$ cat config.mk
export PLATFORM = sky130hd
export DESIGN_NAME = kmu_front
export DESIGN_NICKNAME = d
export VERILOG_FILES = /design/src/design/assert_macros.svh /design/src/design/kmu_pkg.sv /design/src/design/kmu_front.sv
export SDC_FILE = /design/constraint.sdc
export NUM_CORES = 2
export LEC_CHECK = 0
export BUFFER_PORTS_ARGS = -buffer_cell sky130_fd_sc_hd__buf_2
export CORE_MARGIN = 8
export CORE_UTILIZATION = 50
export DETAILED_ROUTE_END_ITERATION = 6
export PLACE_DENSITY = 0.7
export SLEW_MARGIN = 25
export SYNTH_ARGS = -nofsm -noshare
export SYNTH_HDL_FRONTEND = slang
export SYNTH_SLANG_ARGS = --single-unit
export TNS_END_PERCENT = 1
$ cat constraint.sdc
create_clock -name clock -period 9.6 [get_ports clock]
set_clock_uncertainty 0.05 [all_clocks]
set_input_delay 2.4 -clock clock [delete_from_list [all_inputs] [get_ports clock]]
set_output_delay 2.4 -clock clock [all_outputs]
set_load 0.01 [all_outputs]
$ cat src/design/assert_macros.svh
// Assertion macros used by the Kalman gain divider (kmu_div).
// Define ASSERT_OFF to compile every check out.
`ifndef ASSERT_MACROS_SVH
`define ASSERT_MACROS_SVH

`ifndef ASSERT_OFF

// Plain clocked property, held off during reset.
`define ASSERT_AT(label, clk, rst, prop) \
   label: assert property (@(posedge clk) disable iff (rst) (prop)) \
      else $error("assertion failed");

// Antecedent implies consequent in the same cycle.
`define ASSERT_IMPLIES(label, clk, rst, ante, cons) \
   label: assert property (@(posedge clk) disable iff (rst) (ante) |-> (cons)) \
      else $error("implication failed");

`else

`define ASSERT_AT(label, clk, rst, prop)
`define ASSERT_IMPLIES(label, clk, rst, ante, cons)

`endif

`endif

$ cat src/design/kmu_pkg.sv
`timescale 1ns / 1ps
// Shared widths, constants, register codes and pipeline payload types
// for the scalar Kalman mean update unit. No dependencies.
package kmu_pkg;

   localparam int DATA_W   = 32;
   localparam int FRAC_W   = 16;
   localparam int ADDR_W   = 3;
   localparam int ERRVAR_W = 33;   // unsigned Q17.16
   localparam int DELTA_W  = 33;   // signed Q17.16
   localparam int MAG_W    = 33;
   localparam int NOISE_W  = 49;
   localparam int DENOM_W  = 50;
   localparam int GAIN_W   = 17;   // Q1.16, 0..1.0 inclusive
   localparam int PROD_W   = 50;
   localparam int ADJ_W    = 35;
   localparam int DIV_STAGES = 8;

   localparam logic [GAIN_W-1:0] ONE_Q16 = 17'h1_0000;

   localparam logic [DATA_W-1:0] NOISE_VAR_RESET = 32'h0000_0000;
   localparam logic [DATA_W-1:0] VEL_SCALE_RESET = 32'h0001_0000;

   localparam logic signed [ADJ_W-1:0] MEAN_MAX = 35'sh0_7FFF_FFFF;
   localparam logic signed [ADJ_W-1:0] MEAN_MIN = 35'sh7_8000_0000;

   typedef enum logic [0:0] {
      REG_NOISE_VARIANCE = 1'b0,
      REG_VEL_SCALE      = 1'b1
   } kmu_reg_type;

   typedef struct packed {
      logic [DATA_W-1:0] noise_variance;
      logic [DATA_W-1:0] vel_scale;
   } kmu_cfg_type;

   typedef struct packed {
      logic signed [DATA_W-1:0] velocity;
      logic signed [DATA_W-1:0] mean_in;
      logic [DATA_W-1:0]        variance_in;
   } kmu_in_type;

   // Front end to divider.
   typedef struct packed {
      logic signed [DATA_W-1:0] mean;
      logic                     neg;
      logic [MAG_W-1:0]         mag;
      logic [ERRVAR_W-1:0]      errvar;
      logic [DENOM_W-1:0]       denom;
   } kmu_item_type;

   // Divider to back end.
   typedef struct packed {
      logic signed [DATA_W-1:0] mean;
      logic                     neg;
      logic [MAG_W-1:0]         mag;
      logic [ERRVAR_W-1:0]      errvar;
      logic [GAIN_W-1:0]        gain;
   } kmu_gain_type;

endpackage

$ cat src/design/kmu_front.sv
`timescale 1ns / 1ps
// Front end: predicted error variance, fluctuation magnitude, measurement
// noise and gain denominator over four stages. Depends on kmu_pkg.
module kmu_front (
   input  logic                 clock,
   input  logic                 reset,
   input  logic                 advance,
   input  logic                 in_valid,
   input  kmu_pkg::kmu_in_type  in_item,
   input  kmu_pkg::kmu_cfg_type cfg,
   output logic                 out_valid,
   output kmu_pkg::kmu_item_type out_item
);

   typedef struct packed {
      logic signed [kmu_pkg::DATA_W-1:0]  mean;
      logic [kmu_pkg::ERRVAR_W-1:0]       errvar;
      logic signed [kmu_pkg::DELTA_W-1:0] delta;
   } s1_type;

   typedef struct packed {
      logic signed [kmu_pkg::DATA_W-1:0] mean;
      logic [kmu_pkg::ERRVAR_W-1:0]      errvar;
      logic                              neg;
      logic [kmu_pkg::MAG_W-1:0]         mag;
   } s2_type;

   typedef struct packed {
      logic signed [kmu_pkg::DATA_W-1:0] mean;
      logic [kmu_pkg::ERRVAR_W-1:0]      errvar;
      logic                              neg;
      logic [kmu_pkg::MAG_W-1:0]         mag;
      logic [kmu_pkg::NOISE_W-1:0]       noise;
   } s3_type;

   localparam int MUL_W = kmu_pkg::MAG_W + kmu_pkg::DATA_W;

   s1_type                s1_in, s1_ff;
   s2_type                s2_in, s2_ff;
   s3_type                s3_in, s3_ff;
   kmu_pkg::kmu_item_type s4_in, s4_ff;
   logic [3:0]            vld_in, vld_ff;
   logic [MUL_W-1:0]      noise_prod;

   always_comb begin
      s1_in.mean   = in_item.mean_in;
      s1_in.errvar = {1'b0, in_item.variance_in} + {1'b0, cfg.noise_variance};
      s1_in.delta  = {in_item.velocity[kmu_pkg::DATA_W-1], in_item.velocity}
                   - {in_item.mean_in[kmu_pkg::DATA_W-1], in_item.mean_in};
   end

   always_comb begin
      s2_in.mean   = s1_ff.mean;
      s2_in.errvar = s1_ff.errvar;
      s2_in.neg    = s1_ff.delta[kmu_pkg::DELTA_W-1];
      s2_in.mag    = s2_in.neg ? (~s1_ff.delta + 1'b1) : s1_ff.delta;
   end

   assign noise_prod = MUL_W'(s2_ff.mag) * MUL_W'(cfg.vel_scale);

   always_comb begin
      s3_in.mean   = s2_ff.mean;
      s3_in.errvar = s2_ff.errvar;
      s3_in.neg    = s2_ff.neg;
      s3_in.mag    = s2_ff.mag;
      // truncate to Q.16
      s3_in.noise  = noise_prod[MUL_W-1:kmu_pkg::FRAC_W];
   end

   always_comb begin
      s4_in.mean   = s3_ff.mean;
      s4_in.neg    = s3_ff.neg;
      s4_in.mag    = s3_ff.mag;
      s4_in.errvar = s3_ff.errvar;
      s4_in.denom  = kmu_pkg::DENOM_W'(s3_ff.errvar) + kmu_pkg::DENOM_W'(s3_ff.noise);
   end

   assign vld_in = {vld_ff[2:0], in_valid};

   always_ff @(posedge clock) begin
      if (reset) begin
         vld_ff <= '0;
      end else if (advance) begin
         vld_ff <= vld_in;
      end
   end

   always_ff @(posedge clock) begin
      if (advance) begin
         s1_ff <= s1_in;
         s2_ff <= s2_in;
         s3_ff <= s3_in;
         s4_ff <= s4_in;
      end
   end

   assign out_valid = vld_ff[3];
   assign out_item  = s4_ff;

endmodule

; ---- After elaboration in Yosys (flattened, before gate mapping)
; Index checks and enable logic that the tools add are counted.
[op_classes]
n_shift = 0
n_mux = 1
multipliers = 1
n_lt_le_gt_ge = 0
bitwise_logic = 1
n_reduce_logical = 0
n_div = 0
add_sub_neg = 4
eq_ne = 0
[ops]
columns = cell, count
row1 = multiplier 33 x 32 -> 65 bit, 1
row2 = adder 33 x 49 -> 50 bit, 1
row3 = adder 32 x 32 -> 33 bit, 1
row4 = "adder 33 x 1 -> 33 bit, second input constant", 1
row5 = NOT 33 bit, 1
row6 = subtractor 32 x 32 -> 33 bit, 1
row7 = two-way mux 32 bit, 1
[word_totals]
out_inout_bits = 150
mem_bits_ro = 0
ff_bits = 498
word_cells = 26
latchBits = 0
ram_bits = 0
memories = 0
inputBits = 164

; ---- Logic depth before layout (Yosys ltp)
[logic_depth]
word_depth = 3
ltp_mapped = 30
mapped_depth_nobuf = 28

; ---- Worst setup path before layout
; No wires, ideal clock.
[synth_path]
kind = input -> register
from = input port cfg[2] (netlist bit)
to = register s3_ff[44] (netlist bit), data pin
n_path_buf = 2
setup_ps = 261
required_ps = 9289
arrival_time_ps = 9181
path_slack_ps = 108
path_stages = 27
cell_sequence = clkbuf_1 > nand2_1 > fa_1 > inv_1 > fa_1 > inv_1 > fa_1 > fa_1 > inv_1 > fa_1 > fa_1 > fa_1 > inv_1 > fa_1 > inv_1 > ha_1 > clkbuf_1 > and4_1 > and3_1 > a41oi_1 > o211ai_1 > o211ai_1 > o2111ai_1 > a31o_2 > a21oi_1 > nor2_1 > a311o_1
[synth_via]
elab_chain_cells = 1
[synth_rtl]
columns = element, line
row1 = from (decl), kmu_front.sv:10  ; input kmu_pkg::kmu_cfg_type cfg,
row2 = multiplier 33 x 32 -> 65 bit, kmu_front.sv:59  ; assign noise_prod = MUL_W'(s2_ff.mag) * MUL_W'(cfg.vel_scale);
row3 = named net noise_prod[60], kmu_front.sv:43  ; logic [MUL_W-1:0] noise_prod;
row4 = to (signal assigned), kmu_front.sv:92  ; s3_ff <= s3_in;
row5 = to (decl), kmu_front.sv:40  ; s3_type s3_in, s3_ff;
; The timed path passes the listed nets, and every way through them passes these cells.
; A chain may end at the register's enable or synchronous reset.

; ---- Final worst setup path
[layout_path]
from = input port cfg[8] (netlist bit)
to = register s3_ff[31] (netlist bit), data pin
; The elaborated chain is that of the path after synthesis.

==> results.tsv <==
metric	value	unit
outcome	finished, final reports clean	
fin_nets	6981	
maxCapViolCount	0	
worst_slew_pin_slew	1170	ps
port_buffers	313	
fillers	9085	
slew_headroom	0.223	
grt_pass1_wl	221000	um
hold_path.class	register to register	
critPathArrivalTime	9780	ps
layout_commonest_cell	inv_1	
syn_area	54100	um^2
via_count	37100	
grt_max_degree	168	
most-common-layout-cells	inv_1, fa_1, nand2_1	
synth_top_area_frac	0.343	
die_x	345	um
rows	120	
crit_type	primary input to register	
post-route-drc-count	0	
die_y	345	um
setup_viol	0	
synthFlopType	edfxtp_1	
clk_pin_slew	70	ps
crit_required	9940	ps
drt_first_pass_iters	6	
ant_nets	0	
ys_seq_area_frac	0.275	
critPathMaxStageDelay	550	ps
root_buffer	clkbuf_16	
synthToLayoutAreaGrowth	12.9	%
cp_max_fo	13	
layout_min_cycle_time	9440	ps
yosysUniqueCellTypes	66	
worst-path-buf-inv	12	
gp_congestion	0.926	
track_usage	0.232	
crit_path_frequent_cell	fa_1	
placed_area	59200	um^2
antenna_found_initial	9	
synth.avg_cell_area	10.7	um^2
grt_setup_unrepaired	yes	
crit_family	adder cells	
cts.path.max_buffers	3	
yosys.area.top_type	fa_1	
fin_area	61100	um^2
first_global_vias	40100	
via_per_inst	5.31	
cts_tree	yes	
end_kind	register	
num_io_pins	314	
drt_wl_total	137000	um
ys_warn_count	0	
clock.fmax	106	MHz
synth_top_cells_by_area	fa_1, edfxtp_1, ha_1	
drv_slew	0	
wl_per_cell	19.7	um
die-area	119000	um^2
drive_above_1_share	0.132	
synth_seq_cells	498	
grt-ovfl-total	0	
cts_buffers	53	
start_util	0.505	
htree_levels	2	
crit_slowest_cell	fa_1	
clock_sinks	498	
finalHoldViolCount	0	
dp_hpwl	113000	um
core-area	107000	um^2
synth-edff-count	494	
async_reset_ff_frac	0	
period_share	0.983	
drtIter0Drc	2605	
clock_latency	650	ps
postSynthCellCount	5065	
startpoint_type	primary input	
final_util	0.570	
synth_nets	6516	
area by class of cell:
cell class	instances	area, um^2	area share
timing repair buffer	632	4270	0.0698
clock inverter	36	397	0.00649
clock buffer	61	1360	0.0222
antenna	6	15.0	0.000246
tap	1403	1760	0.0287
sequential	498	14900	0.244
inverter	1005	3770	0.0617
multi-input combinational	3340	34700	0.567
flip-flops by register name, indices dropped and copies added, names as in the netlist:
name	cells
s3_ff	148
s1_ff	98
s2_ff	99
out_item	149
vld_ff	4
final timing paths:
| kind | startpoint | endpoint | slack (ps) | cells past startpoint |
|---|---|---|---|---|
| worst max-delay path | cfg[8] | s3_ff[31] | 160 | 30 |
| worst max register to register | s2_ff[7] | s3_ff[31] | 1150 | 28 |
| worst min register to register | s1_ff[44] | s2_ff[45] | 360 | 0 |
| worst min-delay path | s1_ff[44] | s2_ff[45] | 360 | 0 |
what timing repair did:
action                     in CTS  in global routing
setup endpoints to repair       0                 12
hold buffers                    0                  0
resized for setup               0                 21
buffers inserted                0                  0
stage by stage:
step | hold slack (ps) | setup WS (ps) | cells | setup TNS [ps]
detailed placement | 355 | -619 | 6874 | -8550
floorplan | 350 | 108 | 5065 | 0
CTS | 358 | 88.2 | 6971 | 0
finish | 359 | 159 | 6981 | 0
global placement | 350 | -520 | 6873 | -6690
global route | 367 | -96.1 | 6977 | -375
cell families (layout without fill, tap and decap cells):
kind of cell | after synthesis | in the layout | share of synthesized area
AND/OR/NAND/NOR | 1412 | 1412 | 0.130
adder cells (fa/ha/maj) | 1287 | 1287 | 0.426
buffers and inverters | 1227 | 1734 | 0.0851
flip-flops | 498 | 498 | 0.275
AO/OA/AOI/OAI | 451 | 451 | 0.0523
XOR/XNOR | 186 | 186 | 0.0301
multiplexers | 4 | 4 | 0.000740
other | 0 | 6 | 0
synthesized netlist by cell type (all sizes together) (5+ instances only):
cell,number
a21o,67
nor4,5
a21boi,7
nor3b,5
ha,359
inv,1005
and3,20
o21bai,18
o41ai,5
o21ai,94
o31ai,12
and4,5
nand2,655
edfxtp,494
nor2,76
nand2b,18
nor3,17
a31oi,13
o21a,24
nor2b,18
nand4,24
nand3,25
and2,513
xor2,63
fa,928
xnor2,123
clkbuf,218
or3,15
a211oi,13
o211ai,6
a21oi,151
or4,6
routing by layer:
metal / share of wire / GRT usage
met3: 0.079 / 0.0469
met2: 0.47 / 0.385
met5: 0.00019 / 0
met4: 0.031 / 0.0703
met1: 0.42 / 0.307
Power is not shown: default switching activity piles up to over one toggle a cycle in this logic, so the estimate is an artifact.
