===== config.mk =====
export PLATFORM = sky130hd
export DESIGN_NAME = kmu_back
export DESIGN_NICKNAME = d
export VERILOG_FILES = /design/src/design/assert_macros.svh /design/src/design/kmu_pkg.sv /design/src/design/kmu_back.sv
export SDC_FILE = /design/constraint.sdc
export NUM_CORES = 2
export LEC_CHECK = 0
export BUFFER_PORTS_ARGS = -buffer_cell sky130_fd_sc_hd__clkbuf_2
export CAP_MARGIN = 25
export CORE_ASPECT_RATIO = 0.8
export CORE_UTILIZATION = 44
export CTS_CLUSTER_SIZE = 24
export DETAILED_ROUTE_END_ITERATION = 10
export SKIP_LAST_GASP = 1
export SLEW_MARGIN = 15
export SYNTH_ARGS = -nofsm -noshare
export SYNTH_HDL_FRONTEND = slang
export SYNTH_SLANG_ARGS = --single-unit
export TNS_END_PERCENT = 5

===== constraint.sdc =====
create_clock -name clock -period 22.4 [get_ports clock]
set_input_delay 2.24 -clock clock [delete_from_list [all_inputs] [get_ports clock]]
set_output_delay 2.24 -clock clock [all_outputs]
set_load 0.02 [all_outputs]

===== src/design/assert_macros.svh =====
// Assertion macros used by the Kalman gain divider (kmu_div).
// Define ASSERT_OFF to compile every check out.
`ifndef ASSERT_MACROS_SVH
`define ASSERT_MACROS_SVH

`ifndef ASSERT_OFF

// Plain clocked property, held off during reset.
`define ASSERT_AT(label, clk, rst, prop) \
   label: assert property (@(posedge clk) disable iff (rst) (prop)) \
      else $error("assertion failed");

// Antecedent implies consequent in the same cycle.
`define ASSERT_IMPLIES(label, clk, rst, ante, cons) \
   label: assert property (@(posedge clk) disable iff (rst) (ante) |-> (cons)) \
      else $error("implication failed");

`else

`define ASSERT_AT(label, clk, rst, prop)
`define ASSERT_IMPLIES(label, clk, rst, ante, cons)

`endif

`endif


===== src/design/kmu_pkg.sv =====
`timescale 1ns / 1ps
// Shared widths, constants, register codes and pipeline payload types
// for the scalar Kalman mean update unit. No dependencies.
package kmu_pkg;

   localparam int DATA_W   = 32;
   localparam int FRAC_W   = 16;
   localparam int ADDR_W   = 3;
   localparam int ERRVAR_W = 33;   // unsigned Q17.16
   localparam int DELTA_W  = 33;   // signed Q17.16
   localparam int MAG_W    = 33;
   localparam int NOISE_W  = 49;
   localparam int DENOM_W  = 50;
   localparam int GAIN_W   = 17;   // Q1.16, 0..1.0 inclusive
   localparam int PROD_W   = 50;
   localparam int ADJ_W    = 35;
   localparam int DIV_STAGES = 8;

   localparam logic [GAIN_W-1:0] ONE_Q16 = 17'h1_0000;

   localparam logic [DATA_W-1:0] NOISE_VAR_RESET = 32'h0000_0000;
   localparam logic [DATA_W-1:0] VEL_SCALE_RESET = 32'h0001_0000;

   localparam logic signed [ADJ_W-1:0] MEAN_MAX = 35'sh0_7FFF_FFFF;
   localparam logic signed [ADJ_W-1:0] MEAN_MIN = 35'sh7_8000_0000;

   typedef enum logic [0:0] {
      REG_NOISE_VARIANCE = 1'b0,
      REG_VEL_SCALE      = 1'b1
   } kmu_reg_type;

   typedef struct packed {
      logic [DATA_W-1:0] noise_variance;
      logic [DATA_W-1:0] vel_scale;
   } kmu_cfg_type;

   typedef struct packed {
      logic signed [DATA_W-1:0] velocity;
      logic signed [DATA_W-1:0] mean_in;
      logic [DATA_W-1:0]        variance_in;
   } kmu_in_type;

   // Front end to divider.
   typedef struct packed {
      logic signed [DATA_W-1:0] mean;
      logic                     neg;
      logic [MAG_W-1:0]         mag;
      logic [ERRVAR_W-1:0]      errvar;
      logic [DENOM_W-1:0]       denom;
   } kmu_item_type;

   // Divider to back end.
   typedef struct packed {
      logic signed [DATA_W-1:0] mean;
      logic                     neg;
      logic [MAG_W-1:0]         mag;
      logic [ERRVAR_W-1:0]      errvar;
      logic [GAIN_W-1:0]        gain;
   } kmu_gain_type;

endpackage


===== src/design/kmu_back.sv =====
`timescale 1ns / 1ps
// Back end: gain products, variance saturation, mean adjustment rounded
// toward minus infinity and mean saturation, ending in the response register.
// Depends on kmu_pkg.
module kmu_back (
   input  logic                             clock,
   input  logic                             reset,
   input  logic                             advance,
   input  logic                             in_valid,
   input  kmu_pkg::kmu_gain_type            in_item,
   output logic                             out_valid,
   output logic signed [kmu_pkg::DATA_W-1:0] mean_out,
   output logic [kmu_pkg::DATA_W-1:0]        variance_out
);

   localparam int PW = kmu_pkg::PROD_W;
   localparam int FW = kmu_pkg::FRAC_W;
   localparam int AW = kmu_pkg::ADJ_W;
   localparam int DW = kmu_pkg::DATA_W;

   typedef struct packed {
      logic signed [DW-1:0] mean;
      logic                 neg;
      logic [PW-1:0]        var_prod;
      logic [PW-1:0]        mean_prod;
   } b1_type;

   typedef struct packed {
      logic signed [DW-1:0] mean;
      logic signed [AW-1:0] adj;
      logic [DW-1:0]        var_sat;
   } b2_type;

   b1_type               b1_in, b1_ff;
   b2_type               b2_in, b2_ff;
   logic signed [DW-1:0] mean_in, mean_ff;
   logic [DW-1:0]        var_in, var_ff;
   logic [2:0]           vld_in, vld_ff;

   always_comb begin
      logic [kmu_pkg::GAIN_W-1:0] compl;
      compl           = kmu_pkg::ONE_Q16 - in_item.gain;
      b1_in.mean      = in_item.mean;
      b1_in.neg       = in_item.neg;
      b1_in.var_prod  = PW'(compl) * PW'(in_item.errvar);
      b1_in.mean_prod = PW'(in_item.gain) * PW'(in_item.mag);
   end

   always_comb begin
      logic [PW-FW-1:0] var_q;
      logic [PW:0]      ceil_sum;
      logic [AW-1:0]    down;
      logic [AW-1:0]    up;
      var_q    = b1_ff.var_prod[PW-1:FW];
      ceil_sum = {1'b0, b1_ff.mean_prod} + (PW+1)'({FW{1'b1}});
      down     = AW'(b1_ff.mean_prod[PW-1:FW]);
      up       = AW'(ceil_sum[PW:FW]);
      b2_in.mean    = b1_ff.mean;
      b2_in.var_sat = (|var_q[PW-FW-1:DW]) ? {DW{1'b1}} : var_q[DW-1:0];
      // negative fluctuation: round the magnitude up, then negate
      b2_in.adj     = b1_ff.neg ? -$signed(up) : $signed(down);
   end

   always_comb begin
      logic signed [AW-1:0] sum;
      sum = $signed(AW'(b2_ff.mean)) + b2_ff.adj;
      if (sum > kmu_pkg::MEAN_MAX) begin
         mean_in = kmu_pkg::MEAN_MAX[DW-1:0];
      end else if (sum < kmu_pkg::MEAN_MIN) begin
         mean_in = kmu_pkg::MEAN_MIN[DW-1:0];
      end else begin
         mean_in = sum[DW-1:0];
      end
      var_in = b2_ff.var_sat;
   end

   assign vld_in = {vld_ff[1:0], in_valid};

   always_ff @(posedge clock) begin
      if (reset) begin
         vld_ff <= '0;
      end else if (advance) begin
         vld_ff <= vld_in;
      end
   end

   always_ff @(posedge clock) begin
      if (advance) begin
         b1_ff   <= b1_in;
         b2_ff   <= b2_in;
         mean_ff <= mean_in;
         var_ff  <= var_in;
      end
   end

   assign out_valid    = vld_ff[2];
   assign mean_out     = mean_ff;
   assign variance_out = var_ff;

endmodule


**Yosys cells after proc, flatten, opt, wreduce, memory -nomap -nowiden**

Cells that the tools add are included.

- Add/sub/neg operators: 4
- $mul: 2
- Magnitude comparators: 2
- Multiplexer cells: 2
- Reduce and logical (&&, ||, !) cells: 1

Operator list:

| kind | number |
|---|---|
| multiplier 17 x 33 -> 50 bit | 2 |
| adder 50 x 16 -> 51 bit (second input constant) | 1 |
| adder 32 x 35 -> 35 bit | 1 |
| > comparator 35 x 32 -> 1 bit (second input constant) | 1 |
| < comparator 35 x 32 -> 1 bit (second input constant) | 1 |
| negation 35 bit | 1 |
| 2-to-1 mux 34 bit | 1 |
| 2-to-1 mux 32 bit | 1 |
| subtractor 17 bit (first input constant) | 1 |
| OR reduction 2 bit | 1 |

- Flip-flop bits (word level): 299
- Input port bits: 120
- Output and inout port bits: 65
- Word-level logic and storage cells: 22

**Longest topological paths before layout**

- Word-level depth: 3
- Depth in mapped cells: 34
- Gate-level depth less buffers: 30

**Worst setup path before layout**

No wires, ideal clock.

- Path kind: input port to flip-flop
- Start: in in_item[0] (netlist bit)
- End: reg b1_ff[99] (netlist bit), data pin
- Setup time: 260 ps
- Arrival time: 9888 ps
- Required time: 22140 ps
- Setup slack: 12252 ps
- Cell stages on the path: 34
- Path buffers: 5
- Path through: clkbuf_1 > clkbuf_1 > clkbuf_1 > inv_1 > ha_1 > nand2_1 > nor3_1 > xnor2_1 > clkbuf_1 > nand2_1 > fa_1 > inv_1 > fa_1 > inv_1 > fa_1 > inv_1 > fa_1 > fa_1 > inv_1 > fa_1 > inv_1 > ha_1 > clkbuf_1 > and3_1 > a221o_1 > a21oi_1 > o21ai_1 > a221oi_1 > o21ai_1 > a41o_1 > a221oi_1 > o21bai_1 > a221o_1 > xnor2_1

RTL lines:

| element | RTL line | text |
|---|---|---|
| from (decl) | kmu_back.sv:10 | `input kmu_pkg::kmu_gain_type in_item,` |
| to (signal assigned) | kmu_back.sv:89 | `b1_ff <= b1_in;` |
| to (decl) | kmu_back.sv:34 | `b1_type b1_in, b1_ff;` |

==> results.py <==
metrics = {
    "outcome": {
        "status": "finished clean",
    },
    "timing": {
        "setup_viol": 0,
        "period_needed_ns": 10.65,
        "report.final.slew_viol_count": 0,
        "rsz0062_at_grt": "no",
        "hold_viol": 0,
        "fin_skew_ns": 0.02190,
        "fmax_mhz": 93.88,
        "tightest_slew_ns": 1.043,
        "max_slew_margin_pct": 30.47,
        "min_period_over_period_pct": 47.55,
        "setup-tns-final_ns": 0,
    },
    "place": {
        "post-dp-hpwl_um": 90470,
        "gp_congestion": 0.9283,
        "dp.cells": 6223,
        "portBuffers": 184,
    },
    "logic_synthesis": {
        "yosysWarningCount": 0,
        "synth_edf_count": 280,
        "ys.flop_type": "edfxtp_1",
        "synth_area_leaders": "fa_1 40%, edfxtp_1 18%, inv_1 8.9%, ha_1 7.6%, nand2_1 7.1%",
        "ys_ff_latch": 283,
        "synth_area_mm2": 0.04646,
        "ys_seq_area_share_pct": 18.22,
        "yosysUniqueCellTypes": 80,
        "syn_inst": 4839,
        "yosysTopAreaCellShare_pct": 39.94,
        "ys_async_sr_fraction_pct": 0,
        "synth.largest_area_cell": "fa_1",
        "synth_fp_nets": 6168,
        "syn_avg_cell_area_um2": 9.602,
    },
    "critical_path": {
        "cp-start-kind": "input port",
        "rr_endpoint": "mean_out[20]",
        "cp-end-kind": "flop",
        "slowest_stage": "fa_1",
        "ff2ff_setup_slack_ns": 18.52,
        "rr_startpoint": "b2_ff[32]",
        "worstPathMaxFanout": 36,
        "slowest_delay_ns": 0.57,
        "r2r_cells": 14,
        "arrival_ns": 11.01,
        "path_class": "input port to flop",
        "crit_top_cell": "fa_1",
        "cp_data_required_time_ns": 22.76,
    },
    "drt": {
        "drt-pass1-iter-count": 6,
        "ant_nets": 0,
        "finalWirelength_um": 120700,
        "via_count": 32260,
        "wl_per_cell_um": 19.17,
        "drc": 0,
        "vias_per_cell": 5.125,
        "drt_iter0_markers": 2129,
    },
    "clocking": {
        "numCtsBuffers": 36,
        "clk_pin_slew_ns": 0.06,
        "clkLatencyLatePin_ns": 0.56,
        "clockBufferDepth": 3,
        "cts_tree": "built",
        "postCtsSetupRepairBufs": 0,
        "cts_resized": 0,
        "root_buffer": "clkbuf_16",
        "cts.sinks": 283,
        "ctsHoldBuffers": 0,
        "htreeDepth": 2,
    },
    "floorplanning": {
        "coreArea_mm2": 0.1046,
        "fp.dieArea_mm2": 0.1069,
        "ios": 185,
        "die_h_um": 292.7,
        "die_w_um": 365.3,
        "rows": 106,
        "start_util_pct": 44.40,
    },
    "min_path": {
        "min_path_cells": 0,
        "min_to": "b2_ff[71]",
        "hold_class": "flop to flop",
        "holdCritStartpoint": "b1_ff[105]",
    },
    "global_route": {
        "grt_max_degree": 184,
        "grt_pass1_vias": 33260,
        "grt_pass1_wl_um": 192700,
        "antenna_found_initial": 7,
        "grt_util_all_layers_pct": 23.30,
        "grt_overflow": 0,
    },
    "final_layout": {
        "area_delta_synth_final_pct": 7.378,
        "instances_no_fill": 6295,
        "drive_above_1_share_pct": 6.818,
        "final_common_cell": "inv_1",
        "final_cell_mix": "1098 x inv_1, 927 x fa_1, 878 x nand2_1, 325 x and2_1, 281 x ha_1",
        "fillers": 9927,
        "fin_nets": 6186,
    },
    "job": {
        "drv_cap": 0,
    },
}
state kept, by name, summed over array words and instances (netlist names):
name	count
variance_out	32
b2_ff	67
vld_ff	3
b1_ff	117
var_in	32
mean_out	32
per-layer routing:
metal  share of wire, %  GRT usage (%)  wire (um)  up-vias
li1                   -              -          -    14610
met1                 48          36.81      58310    16310
met2                 41          32.84      49280     1231
met3                9.3          4.851      11240      120
met4                1.5          4.215       1850        2
met5             0.0099              0         12        -
cell families (layout without fill, tap and decap cells):
group                      after synthesis  in the layout  share of synthesized area (%)
xor gates and xnor gates               159            159                          2.997
adders and majority gates             1209           1209                          47.53
buffers and inverters                 1344           1389                          10.86
and+or+nand+nor                       1449           1449                          14.58
AOI/OAI and AO/OA                      390            390                          5.690
muxes                                    5              5                         0.1104
other                                    0              7                              0
DFF                                    283            283                          18.22
critical path: cells and delay by family:
| family | cells | cell delay (ns) |
|---|---|---|
| AO/OA/AOI/OAI | 8 | 2.10 |
| XOR/XNOR | 1 | 0.14 |
| adder cells (fa/ha/maj) | 7 | 3.28 |
| buffers and inverters | 9 | 1.25 |
| AND/OR/NAND/NOR | 8 | 1.93 |
cells in the mapped netlist (all sizes together), types with 15 or more instances:
library cell / n
nand4: 16
nand2: 878
nor2: 68
edfxtp: 280
xnor2: 116
o21a: 16
ha: 282
and2: 325
xor2: 43
o21bai: 15
nand3: 32
a21o: 83
or3: 51
fa: 927
nor3: 20
o21ai: 76
buf: 24
nand2b: 15
a21oi: 95
clkbuf: 222
inv: 1098
final cells by class:
class	count	area (um2)	share of cell area, %
clock buffers	39	912.1	1.828
well taps	1404	1757	3.521
clock inverters	26	270.3	0.5417
diodes	7	17.52	0.03511
inverters	1098	4121	8.261
flip-flops and latches	283	8468	16.97
repair buffers	226	1259	2.523
multi-input cells	3212	33090	66.32
stage by stage:
stage / util (%) / worst slack (ns) / instance area, um2 / hold slack [ns]
6_report: 47.68 / 11.75 / 49890 / 0.4050
5_1_grt: 47.68 / 11.23 / 49890 / 0.4010
4_1_cts: 47.66 / 11.82 / 49880 / 0.4065
3_5_place_dp: 46.53 / 11.28 / 48690 / 0.4045
3_3_place_gp: 46.53 / 11.48 / 48690 / 0.4023
2_1_floorplan: - / 12.25 / 46460 / 0.4003
worst max-delay path by stage:
stage,from,cells after the start,end
final,in_item[2],33,b1_ff[98]
after global routing,in_item[2],31,b1_ff[99]
after CTS,in_item[2],33,b1_ff[98]
after detailed placement,in_item[1],31,b1_ff[99]
after global placement,in_item[1],31,b1_ff[99]
after floorplan,in_item[0],34,b1_ff[99]
Power is left out: the tool's default activity adds up to more than one toggle a clock period on the data nets, which glitch-free logic cannot reach.
