<file path="src/design/assert_macros.svh">
// Assertion macros used by the Kalman gain divider (kmu_div).
// Define ASSERT_OFF to compile every check out.
`ifndef ASSERT_MACROS_SVH
`define ASSERT_MACROS_SVH

`ifndef ASSERT_OFF

// Plain clocked property, held off during reset.
`define ASSERT_AT(label, clk, rst, prop) \
   label: assert property (@(posedge clk) disable iff (rst) (prop)) \
      else $error("assertion failed");

// Antecedent implies consequent in the same cycle.
`define ASSERT_IMPLIES(label, clk, rst, ante, cons) \
   label: assert property (@(posedge clk) disable iff (rst) (ante) |-> (cons)) \
      else $error("implication failed");

`else

`define ASSERT_AT(label, clk, rst, prop)
`define ASSERT_IMPLIES(label, clk, rst, ante, cons)

`endif

`endif

</file>
<file path="src/design/kmu_pkg.sv">
`timescale 1ns / 1ps
// Shared widths, constants, register codes and pipeline payload types
// for the scalar Kalman mean update unit. No dependencies.
package kmu_pkg;

   localparam int DATA_W   = 32;
   localparam int FRAC_W   = 16;
   localparam int ADDR_W   = 3;
   localparam int ERRVAR_W = 33;   // unsigned Q17.16
   localparam int DELTA_W  = 33;   // signed Q17.16
   localparam int MAG_W    = 33;
   localparam int NOISE_W  = 49;
   localparam int DENOM_W  = 50;
   localparam int GAIN_W   = 17;   // Q1.16, 0..1.0 inclusive
   localparam int PROD_W   = 50;
   localparam int ADJ_W    = 35;
   localparam int DIV_STAGES = 8;

   localparam logic [GAIN_W-1:0] ONE_Q16 = 17'h1_0000;

   localparam logic [DATA_W-1:0] NOISE_VAR_RESET = 32'h0000_0000;
   localparam logic [DATA_W-1:0] VEL_SCALE_RESET = 32'h0001_0000;

   localparam logic signed [ADJ_W-1:0] MEAN_MAX = 35'sh0_7FFF_FFFF;
   localparam logic signed [ADJ_W-1:0] MEAN_MIN = 35'sh7_8000_0000;

   typedef enum logic [0:0] {
      REG_NOISE_VARIANCE = 1'b0,
      REG_VEL_SCALE      = 1'b1
   } kmu_reg_type;

   typedef struct packed {
      logic [DATA_W-1:0] noise_variance;
      logic [DATA_W-1:0] vel_scale;
   } kmu_cfg_type;

   typedef struct packed {
      logic signed [DATA_W-1:0] velocity;
      logic signed [DATA_W-1:0] mean_in;
      logic [DATA_W-1:0]        variance_in;
   } kmu_in_type;

   // Front end to divider.
   typedef struct packed {
      logic signed [DATA_W-1:0] mean;
      logic                     neg;
      logic [MAG_W-1:0]         mag;
      logic [ERRVAR_W-1:0]      errvar;
      logic [DENOM_W-1:0]       denom;
   } kmu_item_type;

   // Divider to back end.
   typedef struct packed {
      logic signed [DATA_W-1:0] mean;
      logic                     neg;
      logic [MAG_W-1:0]         mag;
      logic [ERRVAR_W-1:0]      errvar;
      logic [GAIN_W-1:0]        gain;
   } kmu_gain_type;

endpackage

</file>
<file path="src/design/kmu_div.sv">
`timescale 1ns / 1ps
// Pipelined restoring divider for the Kalman gain errvar/denom in Q1.16,
// two quotient bits per stage (three in the first). Depends on kmu_pkg and assert_macros.svh.
`include "assert_macros.svh"
module kmu_div (
   input  logic                  clock,
   input  logic                  reset,
   input  logic                  advance,
   input  logic                  in_valid,
   input  kmu_pkg::kmu_item_type in_item,
   output logic                  out_valid,
   output kmu_pkg::kmu_gain_type out_item
);

   localparam int DW = kmu_pkg::DENOM_W;
   localparam int GW = kmu_pkg::GAIN_W;
   localparam int NS = kmu_pkg::DIV_STAGES;

   typedef struct packed {
      logic signed [kmu_pkg::DATA_W-1:0] mean;
      logic                              neg;
      logic [kmu_pkg::MAG_W-1:0]         mag;
      logic [kmu_pkg::ERRVAR_W-1:0]      errvar;
      logic [DW-1:0]                     denom;
      logic [DW-1:0]                     rem;
      logic [GW-1:0]                     quo;
   } div_stage_type;

   // One restoring step: returns {quotient bit, new remainder}.
   function automatic logic [DW:0] div_step(input logic [DW-1:0] rem,
                                            input logic [DW-1:0] den);
      logic [DW:0] twice;
      logic [DW:0] diff;
      twice = {rem, 1'b0};
      diff  = twice - {1'b0, den};
      if (twice >= {1'b0, den}) begin
         return {1'b1, diff[DW-1:0]};
      end else begin
         return {1'b0, twice[DW-1:0]};
      end
   endfunction

   div_stage_type   st_in [NS];
   div_stage_type   st_ff [NS];
   logic [NS-1:0]   vld_in, vld_ff;
   div_stage_type   last;

   // First stage: integer bit (errvar <= denom, so it is 1 only on equality)
   // and the two leading fraction bits.
   always_comb begin
      logic [DW-1:0] rem0;
      logic          qint;
      logic [DW:0]   a;
      logic [DW:0]   b;
      rem0 = DW'(in_item.errvar);
      qint = (rem0 >= in_item.denom);
      if (qint) begin
         rem0 = rem0 - in_item.denom;
      end
      a = div_step(rem0, in_item.denom);
      b = div_step(a[DW-1:0], in_item.denom);
      st_in[0].mean   = in_item.mean;
      st_in[0].neg    = in_item.neg;
      st_in[0].mag    = in_item.mag;
      st_in[0].errvar = in_item.errvar;
      st_in[0].denom  = in_item.denom;
      st_in[0].rem    = b[DW-1:0];
      st_in[0].quo    = {{(GW-3){1'b0}}, qint, a[DW], b[DW]};
   end

   for (genvar s = 1; s < NS; s++) begin : g_stage
      always_comb begin
         logic [DW:0] a;
         logic [DW:0] b;
         a = div_step(st_ff[s-1].rem, st_ff[s-1].denom);
         b = div_step(a[DW-1:0], st_ff[s-1].denom);
         st_in[s]     = st_ff[s-1];
         st_in[s].rem = b[DW-1:0];
         st_in[s].quo = {st_ff[s-1].quo[GW-3:0], a[DW], b[DW]};
      end
   end

   assign vld_in = {vld_ff[NS-2:0], in_valid};

   always_ff @(posedge clock) begin
      if (reset) begin
         vld_ff <= '0;
      end else if (advance) begin
         vld_ff <= vld_in;
      end
   end

   always_ff @(posedge clock) begin
      if (advance) begin
         for (int i = 0; i < NS; i++) begin
            st_ff[i] <= st_in[i];
         end
      end
   end

   assign last = st_ff[NS-1];

   // Integer bit set means gain is exactly 1.0; this also covers a zero
   // denominator, where every step sets its bit.
   always_comb begin
      out_item.mean   = last.mean;
      out_item.neg    = last.neg;
      out_item.mag    = last.mag;
      out_item.errvar = last.errvar;
      out_item.gain   = last.quo[GW-1] ? kmu_pkg::ONE_Q16 : {1'b0, last.quo[GW-2:0]};
   end

   assign out_valid = vld_ff[NS-1];

   `ASSERT_IMPLIES(a_gain_range, clock, reset, out_valid, out_item.gain <= kmu_pkg::ONE_Q16)
   `ASSERT_IMPLIES(a_rem_below, clock, reset, out_valid && last.denom != '0, last.rem < last.denom)
   `ASSERT_IMPLIES(a_zero_denom, clock, reset, out_valid && last.denom == '0, out_item.gain == kmu_pkg::ONE_Q16)
   `ASSERT_AT(a_zero_errvar, clock, reset, out_valid && last.denom != '0 && last.errvar == '0 |-> last.quo == '0)

endmodule

</file>
<file path="config.mk">
export PLATFORM = sky130hd
export DESIGN_NAME = kmu_div
export DESIGN_NICKNAME = d
export VERILOG_FILES = /design/src/design/kmu_pkg.sv /design/src/design/kmu_div.sv
export VERILOG_INCLUDE_DIRS = /design/src /design/src/design
export SDC_FILE = /design/constraint.sdc
export NUM_CORES = 2
export LEC_CHECK = 0
export ABC_CLOCK_PERIOD_IN_PS = 17800
export BUFFER_PORTS_ARGS = -buffer_cell sky130_fd_sc_hd__buf_2
export CORE_ASPECT_RATIO = 2
export CORE_UTILIZATION = 45
export CTS_BUF_LIST = sky130_fd_sc_hd__clkbuf_2
export DETAILED_ROUTE_END_ITERATION = 8
export PLACE_DENSITY = 0.61
export SKIP_LAST_GASP = 1
export SLEW_MARGIN = 20
export SYNTH_ARGS = -nofsm -noshare
export SYNTH_HDL_FRONTEND = slang
export SYNTH_SLANG_ARGS = --single-unit
</file>
<file path="constraint.sdc">
create_clock -name clock -period 17.8 [get_ports clock]
set_clock_uncertainty 0.2 [all_clocks]
set_input_delay 1.78 -clock clock [delete_from_list [all_inputs] [get_ports clock]]
set_output_delay 1.78 -clock clock [all_outputs]
set_load 0.05 [all_outputs]
</file>
# Yosys cells after proc, flatten, opt, wreduce, memory -nomap -nowiden
# Memories as Yosys holds them, arrays and structs flattened.
# Cells that the tools add are included.
# totals
register_bits	8
ram_bits	1728
inputBits	153
output_inout_bits	117
word_cells	56
mem_count	1
# op_classes
add_sub_neg	17
magnitude_cmp	17
muxes	20
# memory_table
name	depth	width	read_ports	rd_ports_with_merged_regs	write_ports	line_no	text
st_ff	8	216	8	0	8	kmu_div.sv:44	div_stage_type st_ff [NS];
# ops
operator	n
51-bit by 50-bit greater-or-equal comparator with 1-bit output	16
51-bit 2-to-1 mux	16
50-bit subtractor	16
33-bit by 50-bit greater-or-equal comparator with 1-bit output	1
50-bit 2-to-1 mux	1
33-bit by 50-bit subtractor with 50-bit output	1
17-bit 2-to-1 mux	1
1-bit 2-to-1 mux	2

# Logic depth before layout (Yosys ltp)
# logic_depth
depth_word	6
ltp_mapped	42
depth_no_buf	37

# Least setup slack after synthesis
# OpenSTA, ideal clock, no wires.
# synth_path
kind	input to register
from	input port in_item[50] in the netlist's numbering
to	memory st_ff[0][36] in the netlist's numbering, data pin
setup_time_ns	0.262
arrival_ns	9.836
required_time_ns	17.338
setup_slack_ns	7.502
path_stages	42
n_path_buf	7
cell_sequence	inv_1 > ha_1 > inv_1 > fa_1 > a21oi_1 > o211ai_1 > nand4_1 > a31oi_1 > o41ai_4 > a21o_1 > a21o_1 > buf_2 > buf_1 > buf_1 > nor2_1 > ha_1 > clkbuf_1 > nand3_1 > (+6 left out) > nor2_4 > clkinv_4 > buf_6 > mux2_2 > ha_1 > clkbuf_1 > a21o_1 > a21o_1 > a21o_1 > a2bb2oi_1 > a2bb2oi_1 > a31oi_1 > a221oi_2 > a21oi_1 > a211oi_4 > inv_4 > buf_6 > mux2_1
# synth_rtl
element	line_no	text
from (decl)	kmu_div.sv:10	input kmu_pkg::kmu_item_type in_item,
to (decl)	kmu_div.sv:44	

==> flow_summary.json <==
{
  "outcome": "finished clean",
  "pwr-share-clk": 0.094,
  "synth-edff-count": 1572,
  "cts_resized": 0,
  "nFillCells": 21200,
  "setup_viol": 0,
  "min_path_type": "reg -> reg",
  "p_int_w": 0.0129,
  "post-dp-hpwl_mm": 267,
  "grt_usage": 0.277,
  "crit_fanout": 31,
  "path_clk_slew_ps": 130,
  "fin_crit_sh": 0.788,
  "final_area_sq_um": 111000,
  "antenna_found_initial": 19,
  "place.gp.congestion": 1.01,
  "ys_seq_area_frac": 0.461,
  "worstPathArrival_ps": 15120,
  "yosys.area.top_type": "edfxtp_1",
  "grt_pass1_vias": 81000,
  "cts_tree": "yes",
  "syn_area_sq_um": 103000,
  "fin_nets": 11100,
  "yosys_warnings": 0,
  "crit_end": "st_ff[0][57]",
  "period_minus_slack_ps": 14030,
  "syn-mean-instance-area_sq_um": 10.6,
  "place_area_sq_um": 107000,
  "dieHeight_microns": 678,
  "crit_path_frequent_cell": "buf_4",
  "drtIter0Drc": 3585,
  "power_density_nw_per_um2": 219,
  "clkLatencyLatePin_ps": 1780,
  "fin_setup_tns_ps": 0,
  "comb_power_share": 0.674,
  "worstMarginPinSlew_ps": 1260,
  "row_count": 247,
  "r2r-end": "st_ff[0][270]",
  "syn_nets": 10700,
  "die_area_sq_um": 230000,
  "multi_input_area_sq_um": 51000,
  "power.share.switching": 0.467,
  "htree_levels": 5,
  "drc_errors": 0,
  "cp.required_ps": 18900,
  "reg2reg_slack_ps": 7460,
  "first_pass_iters": 6,
  "cts.sinks": 1580,
  "synth.most_common_cell": "edfxtp_1",
  "synth_top_area_frac": 0.460,
  "coreArea_sq_um": 227000,
  "drv_slew": 0,
  "max_stage_delay_ps": 810,
  "ys_top_cells_by_area": "edfxtp_1 46%, ha_1 10%, a21oi_1 4.5%, xnor2_1 3.9%, a21o_1 3.6%",
  "r2r-start": "st_ff[0][87]",
  "peakVddDrop_v": 0.000189,
  "io-pin-count": 270,
  "clockRootBuffer": "clkbuf_2",
  "port_buffers": 269,
  "power_w": 0.0243,
  "die_x_microns": 340,
  "ys_top_cells_by_count": "1,572 x edfxtp_1, 929 x a21oi_1, 825 x ha_1, 625 x inv_1, 612 x nand2_1",
  "grt_max_degree": 189,
  "drt-total-wl_mm": 327,
  "syn_inst": 9704,
  "grt_pass1_wl_mm": 477,
  "seq_power_share": 0.232,
  "maxCapViolCount": 0,
  "max-slew-margin-rel": 0.152,
  "p_leak_nw": 45.8,
  "start_util": 0.453,
  "ys_types": 115,
  "wl_per_cell_microns": 24.4,
  "register_area_sq_um": 47400,
  "placed_cells": 12600,
  "switchingPower_w": 0.0113,
  "final_hold_viol_count": 0,
  "async_flop_share": 0,
  "critPathKind": "in -> reg",
  "crit_slowest_cell": "o311ai_1",
  "min_from": "st_ff[1][402]",
  "fmax_mhz": 71.3,
  "setup.worst_path.start_class": "input pin",
  "grt_setup_unrepaired": "no",
  "post_cts_buffers": 0,
  "drive_gt1_frac": 0.129,
  "ff2ff_path_depth": 26,
  "stdcell_count": 13400,
  "cts_buffers": 354,
  "clock_tree.buffer_depth": 4,
  "num_vias": 76400,
  "drt-vias-per-instance": 5.71,
  "ys_seq_elements": 1580,
  "hold_ws_ps": 75.0,
  "crit_start": "in_item[18]",
  "ys.flop_type": "edfxtp_1",
  "grt_overflow": 0,
  "setup.worst_path.end_class": "register",
  "ant_nets": 0,
  "syn_to_final_growth_pct": 7.80
}
[state kept, by name (all words and copies together), names as in the netlist]
register,count
vld_ff,8
st_ff,1572
[worst min path at each step]
stage               cells after the start            end
finish                                  0  st_ff[1][618]
global route                            0  st_ff[1][163]
CTS                                     1  st_ff[0][117]
detailed placement                      0  st_ff[0][370]
global placement                        0  st_ff[1][633]
floorplan                               0  st_ff[0][218]
[power by group through the flow]
stage / combinational, W / sequential, W / clock [W]
after floorplan: 0.0121 / 0.00555 / 0
after CTS: 0.0162 / 0.00563 / 0.00241
after detailed placement: 0.0161 / 0.00572 / 0
after global routing: 0.0178 / 0.00569 / 0.00254
final: 0.0163 / 0.00563 / 0.00228
after global placement: 0.0159 / 0.00571 / 0
[logic make-up (layout without fill, tap and decap cells)]
kind of cell / Yosys count / after routing / share of synthesized area
flops: 1580 / 1580 / 0.461
fa+ha+maj: 834 / 834 / 0.102
buf+inv: 1038 / 1684 / 0.0437
simple gates: 2265 / 2265 / 0.108
other cells: 0 / 39 / 0
xor+xnor: 677 / 677 / 0.0577
mux: 443 / 443 / 0.0485
compound gates: 2867 / 2867 / 0.179
[through the flow]
stage	setup WS, ps	utilization
final	3770	0.489
after global routing	3560	0.489
after CTS	4000	0.488
after detailed placement	2790	0.470
after global placement	2790	0.470
after floorplan	7500	-
[placed cells by master (no fill, tap or decap), types with 30 or more instances in the layout]
cell           Yosys  layout
nor2b_1          117     117
o31ai_1           52      52
mux2i_1           44      44
a211oi_1          59      59
and3_1            90      89
xnor2_1          458     457
mux2_1            84      84
o21bai_1         131     131
nand2b_1          98      98
buf_4            103      86
clkinv_1           1      83
or3_1             46      45
a21boi_0          36      36
a31oi_1           88      87
diode_2            0      39
buf_2             51     268
and4_1            31      31
nand4_1          176     176
xor2_1           219     219
nor3_1           139     135
edfxtp_1        1572    1572
o21a_1           113     113
inv_1            625     625
or2_2             30      30
ha_1             825     825
a21oi_1          929     927
clkbuf_2           2     468
nand2_1          612     611
o21ai_0          551     549
nand3_1          173     173
nor4_1            39      35
and2_1            51      51
nor2_1           572     572
dlygate4sd3_1      0      94
mux2_2           301     301
a21o_1           487     486
o211ai_1          47      47
[routing by layer]
layer | track usage | share of wire | vias to the layer above
li1 | - | - | 37200
met2 | 0.571 | 0.57 | 1782
met5 | 0 | 0.00014 | -
met1 | 0.210 | 0.29 | 36500
met3 | 0.0273 | 0.023 | 955
met4 | 0.274 | 0.11 | 8
[layout make-up]
cell class                      count  share of cell area
Multi-Input combinational cell   7086               0.461
Sequential cell                  1580               0.428
Tap cell                         2988              0.0338
Timing Repair Buffer              453              0.0273
Inverter                          630              0.0214
Clock buffer                      468              0.0212
Clock inverter                    133             0.00699
Antenna cell                       39            0.000881
[timing repair]
| item | 4_1_cts | 5_1_grt |
|---|---|---|
| hold endpoints to repair | 94 | 0 |
| setup endpoints to repair | 0 | 0 |
| hold buffers | 94 | 0 |
[worst max-delay path, delay by kind of cell]
kind,cells,cell delay [ps]
buffers and inverters,7,1970
adders and majority gates,3,1390
muxes,2,720
AOI/OAI and AO/OA,20,7110
and+or+nand+nor,6,2060
Note: power is estimated with default switching activity, not from simulation.
